<file path="src/rtl/mrlp_pkg.sv">
`timescale 1ns / 1ps
`default_nettype none
// ----------------------------------------------------------------------------
// mrlp_pkg
// Shared types and character codes for the modem response line parser.
// ----------------------------------------------------------------------------
package mrlp_pkg;

   typedef logic [7:0] byte_type;
   typedef logic [2:0] kind_type;
   typedef logic [1:0] sms_stage_type;

   // request codes carried on req_tuser
   localparam logic REQ_BYTE      = 1'b0;
   localparam logic REQ_SMS_CLEAR = 1'b1;

   // result kinds carried on rsp_tuser
   localparam kind_type KIND_PROMPT    = 3'd0;
   localparam kind_type KIND_OK        = 3'd1;
   localparam kind_type KIND_SMS_HDR   = 3'd2;
   localparam kind_type KIND_SMS_FIRST = 3'd3;
   localparam kind_type KIND_SMS_LATER = 3'd4;
   localparam kind_type KIND_GENERAL   = 3'd5;

   // sms progress
   localparam sms_stage_type SMS_NONE  = 2'd0;
   localparam sms_stage_type SMS_FIRST = 2'd1;
   localparam sms_stage_type SMS_LATER = 2'd2;

   // characters
   localparam byte_type CHAR_LF     = 8'd10;
   localparam byte_type CHAR_CR     = 8'd13;
   localparam byte_type CHAR_PROMPT = 8'h3E;
   localparam byte_type CHAR_O      = 8'h4F;
   localparam byte_type CHAR_K      = 8'h4B;
   localparam byte_type CHAR_PLUS   = 8'h2B;
   localparam byte_type CHAR_C      = 8'h43;
   localparam byte_type CHAR_M      = 8'h4D;
   localparam byte_type CHAR_T      = 8'h54;

   // leading characters kept beside the store for the pattern tests
   localparam int HEAD_DEPTH = 5;

endpackage : mrlp_pkg
`default_nettype wire

</file>
<file path="src/rtl/mrlp_line_store.sv">
`timescale 1ns / 1ps
`default_nettype none
// ----------------------------------------------------------------------------
// mrlp_line_store
// Line buffer: one write port, one read port with registered read data.
// ----------------------------------------------------------------------------
module mrlp_line_store #(
   parameter int DEPTH = 64,
   parameter int AW    = 6
) (
   input  wire                   clock,
   input  wire                   wr_en,
   input  wire  [AW-1:0]         wr_addr,
   input  mrlp_pkg::byte_type    wr_data,
   input  wire                   rd_en,
   input  wire  [AW-1:0]         rd_addr,
   output mrlp_pkg::byte_type    rd_data
);
   import mrlp_pkg::*;

   byte_type mem [DEPTH];
   byte_type rd_data_ff;

   always_ff @(posedge clock) begin
      if (wr_en) begin
         mem[wr_addr] <= wr_data;
      end
   end

   always_ff @(posedge clock) begin
      if (rd_en) begin
         rd_data_ff <= mem[rd_addr];
      end
   end

   assign rd_data = rd_data_ff;

endmodule : mrlp_line_store
`default_nettype wire

</file>
<file path="src/rtl/modem_response_line_parser.sv">
`timescale 1ns / 1ps
`default_nettype none
// ----------------------------------------------------------------------------
// modem_response_line_parser
// Frames modem receive bytes into CR LF terminated lines and classifies them.
// ----------------------------------------------------------------------------
// Each transfer on req that carries a stored byte, a CR, a prompt or an
// sms clear is handled as it is accepted. A line end that matches OK or
// +CMT gives its single result from the output register in the next cycle.
// Any other line end streams the stored line out of the line store byte by
// byte (read, then load the output register), and req_tready stays low
// until the last byte is loaded. The output register holds one result; while
// that result waits on rsp_tready, req_tready stays low as well. There is no
// clearing pass after reset.
module modem_response_line_parser #(
   parameter int LINE_DEPTH = 64
) (
   input  wire                 clock,
   input  wire                 reset,
   input  wire                 req_tvalid,
   output logic                req_tready,
   input  wire  [7:0]          req_tdata,   // [7:0] rx_byte
   input  wire                 req_tuser,   // [0] req_type
   output logic                rsp_tvalid,
   input  wire                 rsp_tready,
   output logic [15:0]         rsp_tdata,   // [7:0] line_byte, [8] overflowed
   output logic [2:0]          rsp_tuser,   // [2:0] kind
   output logic                rsp_tlast
);
   import mrlp_pkg::*;

   localparam int AW = $clog2(LINE_DEPTH);
   localparam int LW = $clog2(LINE_DEPTH + 1);

   localparam logic [1:0] ST_IDLE = 2'd0;
   localparam logic [1:0] ST_READ = 2'd1;
   localparam logic [1:0] ST_LOAD = 2'd2;

   logic [1:0]     state_ff, state_in;
   logic [LW-1:0]  len_ff, len_in;
   logic           cr_ff, cr_in;
   logic           ovf_ff, ovf_in;
   sms_stage_type  sms_ff, sms_in;
   byte_type       head_ff [HEAD_DEPTH];

   logic [LW-1:0]  idx_ff, idx_in;
   logic [LW-1:0]  drain_len_ff, drain_len_in;
   kind_type       drain_kind_ff, drain_kind_in;
   logic           drain_ovf_ff, drain_ovf_in;

   logic           rsp_valid_ff, rsp_valid_in;
   kind_type       rsp_kind_ff, rsp_kind_in;
   byte_type       rsp_byte_ff, rsp_byte_in;
   logic           rsp_last_ff, rsp_last_in;
   logic           rsp_ovf_ff, rsp_ovf_in;

   logic           slot_free;
   logic           accept;
   byte_type       rx;
   logic           is_clear;
   logic           line_end;
   logic           ok_match;
   logic           sms_match;
   logic           store_room;
   logic           store_wr;
   logic           mem_rd;
   byte_type       mem_rd_data;
   logic           drain_last;

   function automatic logic head_is(input logic [LW-1:0] len, input byte_type ch_at,
                                    input int pos, input byte_type ch);
      return (len > LW'(pos)) && (ch_at == ch);
   endfunction

   assign slot_free  = !rsp_valid_ff || rsp_tready;
   assign req_tready = (state_ff == ST_IDLE) && slot_free;
   assign accept     = req_tvalid && req_tready;
   assign rx         = req_tdata;
   assign is_clear   = (req_tuser == REQ_SMS_CLEAR);
   assign line_end   = (rx == CHAR_LF) && cr_ff && (len_ff != '0);
   assign store_room = (len_ff < LW'(LINE_DEPTH));

   assign ok_match  = (head_is(len_ff, head_ff[0], 0, CHAR_O) &&
                       head_is(len_ff, head_ff[1], 1, CHAR_K)) ||
                      (head_is(len_ff, head_ff[1], 1, CHAR_O) &&
                       head_is(len_ff, head_ff[2], 2, CHAR_K));
   assign sms_match = head_is(len_ff, head_ff[1], 1, CHAR_PLUS) &&
                      head_is(len_ff, head_ff[2], 2, CHAR_C) &&
                      head_is(len_ff, head_ff[3], 3, CHAR_M) &&
                      head_is(len_ff, head_ff[4], 4, CHAR_T);

   assign store_wr   = accept && !is_clear && !line_end && (rx != CHAR_CR) &&
                       (rx != CHAR_PROMPT) && store_room;
   assign mem_rd     = (state_ff == ST_READ);
   assign drain_last = ((idx_ff + LW'(1)) == drain_len_ff);

   mrlp_line_store #(
      .DEPTH (LINE_DEPTH),
      .AW    (AW)
   ) u_store (
      .clock   (clock),
      .wr_en   (store_wr),
      .wr_addr (len_ff[AW-1:0]),
      .wr_data (rx),
      .rd_en   (mem_rd),
      .rd_addr (idx_ff[AW-1:0]),
      .rd_data (mem_rd_data)
   );

   always_comb begin
      state_in      = state_ff;
      len_in        = len_ff;
      cr_in         = cr_ff;
      ovf_in        = ovf_ff;
      sms_in        = sms_ff;
      idx_in        = idx_ff;
      drain_len_in  = drain_len_ff;
      drain_kind_in = drain_kind_ff;
      drain_ovf_in  = drain_ovf_ff;
      rsp_valid_in  = rsp_valid_ff && !rsp_tready;
      rsp_kind_in   = rsp_kind_ff;
      rsp_byte_in   = rsp_byte_ff;
      rsp_last_in   = rsp_last_ff;
      rsp_ovf_in    = rsp_ovf_ff;

      unique case (state_ff)
         ST_IDLE: begin
            if (accept) begin
               if (is_clear) begin
                  sms_in = SMS_NONE;
               end else if (line_end) begin
                  len_in = '0;
                  cr_in  = 1'b0;
                  ovf_in = 1'b0;
                  if (ok_match || sms_match) begin
                     rsp_valid_in = 1'b1;
                     rsp_kind_in  = ok_match ? KIND_OK : KIND_SMS_HDR;
                     rsp_byte_in  = '0;
                     rsp_last_in  = 1'b1;
                     rsp_ovf_in   = ovf_ff;
                     if (!ok_match) begin
                        sms_in = SMS_FIRST;
                     end
                  end else begin
                     state_in     = ST_READ;
                     idx_in       = '0;
                     drain_len_in = len_ff;
                     drain_ovf_in = ovf_ff;
                     case (sms_ff)
                        SMS_FIRST: begin
                           drain_kind_in = KIND_SMS_FIRST;
                           sms_in        = SMS_LATER;
                        end
                        SMS_LATER: drain_kind_in = KIND_SMS_LATER;
                        default:   drain_kind_in = KIND_GENERAL;
                     endcase
                  end
               end else if (rx == CHAR_CR) begin
                  cr_in = 1'b1;
               end else begin
                  cr_in = 1'b0;
                  if (rx == CHAR_PROMPT) begin
                     rsp_valid_in = 1'b1;
                     rsp_kind_in  = KIND_PROMPT;
                     rsp_byte_in  = '0;
                     rsp_last_in  = 1'b1;
                     rsp_ovf_in   = 1'b0;
                  end else if (store_room) begin
                     len_in = len_ff + LW'(1);
                  end else begin
                     ovf_in = 1'b1;
                  end
               end
            end
         end
         ST_READ: begin
            state_in = ST_LOAD;
         end
         ST_LOAD: begin
            if (slot_free) begin
               rsp_valid_in = 1'b1;
               rsp_kind_in  = drain_kind_ff;
               rsp_byte_in  = mem_rd_data;
               rsp_last_in  = drain_last;
               rsp_ovf_in   = drain_ovf_ff;
               idx_in       = idx_ff + LW'(1);
               state_in     = drain_last ? ST_IDLE : ST_READ;
            end
         end
         default: begin
            state_in = ST_IDLE;
         end
      endcase
   end

   always_ff @(posedge clock) begin
      if (reset) begin
         state_ff     <= ST_IDLE;
         len_ff       <= '0;
         cr_ff        <= 1'b0;
         ovf_ff       <= 1'b0;
         sms_ff       <= SMS_NONE;
         rsp_valid_ff <= 1'b0;
      end else begin
         state_ff     <= state_in;
         len_ff       <= len_in;
         cr_ff        <= cr_in;
         ovf_ff       <= ovf_in;
         sms_ff       <= sms_in;
         rsp_valid_ff <= rsp_valid_in;
      end
   end

   always_ff @(posedge clock) begin
      idx_ff        <= idx_in;
      drain_len_ff  <= drain_len_in;
      drain_kind_ff <= drain_kind_in;
      drain_ovf_ff  <= drain_ovf_in;
      rsp_kind_ff   <= rsp_kind_in;
      rsp_byte_ff   <= rsp_byte_in;
      rsp_last_ff   <= rsp_last_in;
      rsp_ovf_ff    <= rsp_ovf_in;
   end

   // leading characters copied beside the store for the pattern tests
   always_ff @(posedge clock) begin
      for (int i = 0; i < HEAD_DEPTH; i++) begin
         if (store_wr && (len_ff == LW'(i))) begin
            head_ff[i] <= rx;
         end
      end
   end

   assign rsp_tvalid = rsp_valid_ff;
   assign rsp_tuser  = rsp_kind_ff;
   assign rsp_tdata  = {7'd0, rsp_ovf_ff, rsp_byte_ff};
   assign rsp_tlast  = rsp_last_ff;

endmodule : modem_response_line_parser
`default_nettype wire

</file>
<file path="config.mk">
export PLATFORM = sky130hd
export DESIGN_NAME = modem_response_line_parser
export DESIGN_NICKNAME = d
export VERILOG_FILES = /design/src/rtl/mrlp_pkg.sv /design/src/rtl/mrlp_line_store.sv /design/src/rtl/modem_response_line_parser.sv
export SDC_FILE = /design/constraint.sdc
export NUM_CORES = 1
export LEC_CHECK = 0
export BUFFER_PORTS_ARGS = -buffer_cell sky130_fd_sc_hd__buf_2
export CORE_MARGIN = 5
export CORE_UTILIZATION = 62
export DETAILED_ROUTE_END_ITERATION = 7
export PLACE_DENSITY_LB_ADDON = 0.08
export SLEW_MARGIN = 20
export SYNTH_ARGS = -nofsm -noshare
export SYNTH_HDL_FRONTEND = slang
export SYNTH_HIERARCHICAL = 1
export SYNTH_SLANG_ARGS = --single-unit
export TNS_END_PERCENT = 50
</file>
<file path="constraint.sdc">
create_clock -name clock -period 3.5 [get_ports clock]
set_input_delay 0.175 -clock clock [delete_from_list [all_inputs] [get_ports clock]]
set_output_delay 0.175 -clock clock [all_outputs]
set_load 0.1 [all_outputs]
</file>
-- Word-level counts from Yosys, hierarchy flattened
Memories as Yosys holds them, arrays and structs flattened. A register that Yosys moved wholly into a read port is not among the register bits.
Cells that the tools add are included.
- output and inout bits: 22
- bits in registers: 45
- bits of input ports: 13
- bits in writable memories: 552
- memories kept: 2
- multiplexer cells: 94
- bitwise gates (word level): 2
- $lt $le $gt $ge: 6
- equality and inequality tests: 34
- add/subtract/negate cells: 2
- reductions and logical operators: 54
- memories (name ; depth ; bits a word ; rd ports ; clocked after Yosys merged registers in ; write ports ; RTL line ; source):
    u_store.mem ; 64 ; 8 ; 1 ; 1 ; 1 ; mrlp_line_store.sv:21 ; byte_type mem [DEPTH];
    head_ff ; 5 ; 8 ; 5 ; 0 ; 1 ; modem_response_line_parser.sv:44 ; byte_type head_ff [HEAD_DEPTH];
- operators with widths (kind ; number):
    8-bit two-way mux ; 11
    7-bit two-way mux ; 9
    8-bit by 7-bit == test with 1-bit output (second input constant) ; 7
    1-bit two-way mux ; 44
    3-bit two-way mux ; 11
    8-bit OR reduction ; 4
    1-bit logical AND ; 28
    2-bit two-way mux ; 11
    6-bit AND reduction ; 3
    8-bit by 4-bit == test with 1-bit output (second input constant) ; 2
    8-bit by 6-bit == test with 1-bit output (second input constant) ; 2
    2-bit != test (second input constant) ; 8
    8-bit case mux with 2 select lines ; 1
    5-bit AND reduction ; 3
    7-bit by 1-bit adder with 7-bit output (second input constant) ; 2
    7-bit by 2-bit == test with 1-bit output (second input constant) ; 2
    7-bit by 1-bit > comparator with 1-bit output (second input constant) ; 2
    7-bit by 2-bit > comparator with 1-bit output (second input constant) ; 2
    7-bit case mux with 2 select lines ; 1
    3-bit case mux with 2 select lines ; 2
    8-bit by 4-bit != test with 1-bit output (second input constant) ; 1
    8-bit by 6-bit != test with 1-bit output (second input constant) ; 1
    7-bit by 1-bit == test with 1-bit output (second input constant) ; 1
    7-bit by 3-bit == test with 1-bit output (second input constant) ; 1
    19 further kinds ; 33

-- Logic depth before layout (Yosys ltp)
- word-level depth: 17
- depth in mapped cells: 10

-- Modules after synthesis
The synthesis kept the hierarchy.
- modules (own cells, without submodules) (module ; cells an instance ; area each (sq um) ; seq. area each (sq um) ; instances):
    mrlp_line_store ; 972 ; 20270.7 ; 15615.0 ; 1
    modem_response_line_parser ; 281 ; 3716.1 ; 2412.3 ; 1

-- Least setup slack after synthesis
Ideal clock, no wire load.
- path type: reg-to-reg
- from: reg rsp_valid_ff (netlist: rsp_tvalid)
- to: mem u_store/mem[33][0] (netlist bit), enable pin
- data required time: 3130 ps
- path slack: 323 ps
- cell stages (with the launch flop): 9
- clock period less this slack: 3177 ps
- data arrival time: 2807 ps
- path through: dfxtp_1 -> nand2b_1 -> nand4b_1 -> or3_1 -> nor3b_4 -> nand2_1 -> or3_1 -> clkbuf_1 -> nor2_1
- cells in the longest elaborated chain, start to end: 11
- ends and longest elaborated chain (item ; RTL line ; source):
    start: declaration ; modem_response_line_parser.sv:51 ; logic rsp_valid_ff, rsp_valid_in;
    start signal: assignment ; modem_response_line_parser.sv:210 ; rsp_valid_ff <= rsp_valid_in;
    1-bit logical NOT ; modem_response_line_parser.sv:75 ; assign slot_free = !rsp_valid_ff || rsp_tready;
    1-bit logical OR ; modem_response_line_parser.sv:75 ;
    1-bit logical AND ; modem_response_line_parser.sv:76 ; assign req_tready = (state_ff == ST_IDLE) && slot_free;
    1-bit logical AND ; modem_response_line_parser.sv:77 ; assign accept = req_tvalid && req_tready;
    1-bit logical AND (4 in a row) ; modem_response_line_parser.sv:92 ; assign store_wr = accept && !is_clear && !line_end && (rx != CHAR_CR) &&
    1-bit logical AND ; modem_response_line_parser.sv:93 ; (rx != CHAR_PROMPT) && store_room;
    net store_wr ; modem_response_line_parser.sv:65 ; logic store_wr;
    1-bit two-way mux ; mrlp_line_store.sv:25 ; if (wr_en) begin
    1-bit two-way mux (implied by the code) ; mrlp_line_store.sv:26 ; mem[wr_addr] <= wr_data;
    end: declaration ; mrlp_line_store.sv:21 ;
The timed path passes the listed nets, and every way through them passes these cells.

-- Worst setup path in the final report
- from: in req_tdata[7]
- to: mem u_store/mem[36][3] (netlist bit), enable pin
- cells in the longest elaborated chain, start to end: 10
- elaborated cells between the ends (all ways): 12
- classes of those cells: 3 x eq/ne; 2 x mux; 7 x reduce/logical
- ends and longest elaborated chain (item ; RTL line ; source):
    start: declaration ; modem_response_line_parser.sv:22 ; input wire [7:0] req_tdata,
    8-bit by 4-bit == test with 1-bit output ; modem_response_line_parser.sv:80 ; assign line_end = (rx == CHAR_LF) && cr_ff && (len_ff != '0);
    1-bit logical AND (2 in a row) ; modem_response_line_parser.sv:80 ;
    1-bit logical NOT ; modem_response_line_parser.sv:92 ;
    1-bit logical AND (2 in a row) ; modem_response_line_parser.sv:92 ;
    1-bit logical AND * ; modem_response_line_parser.sv:92 ;
    1-bit logical AND * ; modem_response_line_parser.sv:93 ;
    net store_wr ; modem_response_line_parser.sv:65 ;
    1-bit two-way mux * ; mrlp_line_store.sv:25 ;
    1-bit two-way mux (implied by the code) * ; mrlp_line_store.sv:26 ;
Mark *: on every way through the listed nets, which the timed path passes. The rest lies on a longest branch.

==> summary.txt <==
Run status
  • Status: finished clean

Power and ir drop
  • Combinational power share: 0.019
  • Peak supply drop: 0.000461 V
  • Switching pwr: about 2.8 mW
  • Pleak: 8.51 nW
  • Pwr dens: 529 nW/um2
  • Cell-internal power: 11.6 mW
  • Flop pwr share: 0.554
  • Clk pwr share: 0.427
  • Sw frac: 0.193
  • Total power: 14.4 mW

Clocking
  • Num CTS Buffers: 57
  • TritonCTS clock tree: done
  • Clock buffer depth: 3
  • Clock-pin slew on the worst setup and hold paths: around 0.060 ns
  • Clk_lat worst skew: between 0.6 and 0.7 ns
  • Clock Sinks: 605
  • Clock root buffer: clkbuf_16
  • H-tree depth: 2
  • Gates resized, CTS repair: 0

Placed design
  • Final HPWL DP: 35300 um
  • GPL Wtd Cong: 0.920
  • Placed cells: 1834
  • DP Area: 25200 um2
  • IO Port Bufs: 27
  • Setup slack at placement: 0.321 ns

Cells and area
  • Most frequent cells in the layout: edfxtp_1 (591), mux4_2 (124), nor2_1 (111)
  • Final-stage net count: between 1000 and 1500
  • Fin area: 27100 um2
  • Layout cell share with drive strength beyond 1: 0.253
  • Commonest non-fill, non-tap cell in the layout: edfxtp_1
  • Fin cells: 1944
  • Utilization after layout: 0.705
  • Area Growth Syn to Fin: 13.1%

Critical path
  • Critical-path cell list: dlygate4sd3_1, buf_2, nor4_2, nor4b_2, or3_1, nor3b_4, nand2_1, or3_1, nor2_1
  • Worst path bufs/invs: 2
  • Top Family by Delay on Critical Path: simple AND/OR/NAND/NOR gates
  • Worst path depth: 9
  • Cell mode on critical path: or3_1
  • Worst reg2reg path depth: 7
  • Crit path largest cell delay: roughly 0.6 ns
  • Slowest CP cell: dlygate4sd3_1
  • CP Max Fanout: 13
  • CP startpoint kind: input pin
  • Critical path arrival: about 3.5 ns
  • Worst setup EP type: flip-flop
  • WS Path Type: in -> reg
  • WP data required: roughly 3.7 ns

Global route
  • All-Layer GR Usage: 0.265
  • Largest net degree at the start of global routing: 70
  • Grt total ovfl: 0
  • Vias in the first global route: 12200
  • Initial antenna violation count: 3
  • First-pass GRT wire length: 81400 um

Flow run
  • Maximum capacitance violations: 0

Routing
  • Vias post-DR: 12600
  • Drt initial violations: 1544
  • WL per Instance: ~28 um
  • Routed wire length: 55200 um
  • Routed Antenna Nets: 0
  • Via/cell ratio: 6.49
  • DRT Pass-1 Iters: 6
  • Residual DRC: 0

Synth
  • Ys flop type: edfxtp_1
  • Synth Area in Adders: 0.00209
  • Post-synthesis cell type count: slightly above 70
  • Xor and xnor area share after synthesis: 0.00584
  • Syn Inst Count: 1253
  • YS warnings: 6
  • Flops & latches, synth: 605
  • Number of flops mapped to enable cells by yosys: 591
  • Post-synthesis compound-gate area fraction: 0.0334
  • Mapped cell area: roughly 24000 um2
  • Avg Cell Area, Syn: around 19 um2
  • Post-synthesis sequential area ratio: 0.752
  • Post-synth ARST share: 0
  • Post-synthesis simple-gate area fraction: 0.0646
  • Largest family of logic cells by synthesized area: multiplexers
  • Post-synthesis mux area share: 0.124

STA
  • Worst clock skew: 0.0162 ns
  • Final hold violations: 0
  • Hold slack: 0.0931 ns
  • Worst slew margin: 0.392
  • Fin. max-slew vios: 0
  • Max Freq: 0.307 GHz
  • Min Tclk post-route: 3.26 ns
  • RSZ-0062 raised after global routing: no
  • Worst setup margin: 0.240 ns
  • Final setup TNS: 0 ns
  • Measured slew at the worst slew-check pin: 0.911 ns
  • Endpoints failing setup: 0
  • Fin crit share: 0.932

Floorplan
  • Core Rows: 72
  • Die Wd: just over 200 um
  • Die height: 207 um
  • Top-level I/O count: 35
  • Core box area: 38500 um2
  • Die area: between 40000 and 50000 um2
  • Initial core utilization: 0.624

Hold path
  • Hold WC Path Type: in -> reg
  • Worst hold path depth: 2
-- synth_stat cells (all sizes together) (3+ instances only) --
| library cell | instances | share of area |
|---|---|---|
| clkbuf | 28 | 0.0044 |
| edfxtp | 591 | 0.74 |
| ha | 4 | 0.0021 |
| o22ai | 22 | 0.0057 |
| inv | 6 | 0.00094 |
| nor4 | 7 | 0.0023 |
| xnor2 | 6 | 0.0022 |
| a21oi | 11 | 0.0023 |
| and3 | 6 | 0.0016 |
| buf | 42 | 0.012 |
| o221ai | 7 | 0.0026 |
| nor3 | 11 | 0.0025 |
| nor2 | 113 | 0.018 |
| nand4 | 11 | 0.0029 |
| or3b | 3 | 0.0011 |
| a2111oi | 7 | 0.0039 |
| nand3b | 6 | 0.0019 |
| dfxtp | 14 | 0.012 |
| nor2b | 15 | 0.0039 |
| and4 | 3 | 0.0011 |
| nand2b | 14 | 0.0037 |
| nand2 | 42 | 0.0066 |
| nand4b | 4 | 0.0015 |
| nor4b | 3 | 0.0014 |
| and2 | 10 | 0.0026 |
| a221oi | 7 | 0.0026 |
| or3 | 5 | 0.0013 |
| nand3 | 26 | 0.0054 |
| xor2 | 10 | 0.0037 |
| a211oi | 3 | 0.0011 |
| a22o | 3 | 0.0011 |
| o31ai | 3 | 0.00094 |
| o21ai | 16 | 0.0035 |
| a31oi | 9 | 0.0023 |
| or4b | 3 | 0.0013 |
| mux4 | 124 | 0.12 |
| mux2i | 18 | 0.0075 |
| a21o | 3 | 0.00094 |
| or2 | 9 | 0.0023 |
| a22oi | 8 | 0.0025 |
-- per-layer routing --
metal	GRT usage	share of wire	vias to the layer above
met5	0	0	-
met2	0.392	0.46	700
met1	0.411	0.42	6487
met3	0.0539	0.096	85
li1	-	-	5349
met4	0.0748	0.026	0
-- area by class of cell --
cell class	instances	area (um2)
Antenna cell	2	5.00
Clock buffer	73	1570
Clock inverter	29	289
Fill cell	2373	11300
Inverter	8	30.0
Multi-Input combinational cell	576	5550
Sequential cell	605	18000
Tap cell	518	648
Timing Repair Buffer	133	1010
-- flip-flops by register name (all words and copies together) (netlist names) --
| name | cells |
|---|---|
| state_ff | 2 |
| rsp_tvalid | 1 |
| len_ff | 7 |
| head_ff | 40 |
| cr_ff | 1 |
| rsp_tlast | 1 |
| drain_kind_ff | 3 |
| rsp_byte_ff | 8 |
| drain_len_ff | 7 |
| idx_ff | 7 |
| rsp_tuser | 3 |
| u_store/mem | 512 |
| u_store/rd_data | 8 |
| ovf_ff | 1 |
| drain_ovf_ff | 1 |
| sms_ff | 2 |
| rsp_ovf_ff | 1 |
-- worst paths after layout --
| check | to | slack [ns] | startpoint |
|---|---|---|---|
| worst min register to register | drain_ovf_ff | 0.47 | ovf_ff |
| worst max register to register | u_store/mem[36][3] | 0.26 | state_ff[1] |
| worst min-delay path | u_store/mem[24][5] | 0.09 | req_tdata[5] |
| worst max-delay path | u_store/mem[36][3] | 0.24 | req_tdata[7] |
-- cell families (layout without fill, tap and decap cells) --
kind of cell | Yosys count | after routing
AO/OA/AOI/OAI | 108 | 108
XOR/XNOR | 16 | 16
adder cells (fa/ha/maj) | 4 | 4
buffers and inverters | 78 | 243
flip-flops | 605 | 605
multiplexers | 143 | 143
other | 1 | 9
AND/OR/NAND/NOR | 298 | 298
-- power groups by stage --
stage               clock network (mW)  logic, mW  registers [mW]
floorplan                            0     0.0958            8.12
CTS                               6.20      0.270            7.96
global placement                     0      0.259            8.11
detailed placement                   0      0.264            8.11
global route                      6.53      0.286            7.96
finish                            6.13      0.269            7.96
-- what timing repair did --
action | CTS | global route
setup buffers | 0 | 0
hold buffers | 6 | 0
hold endpoints to repair | 25 | 0
Power figures use the tool's default switching activity.
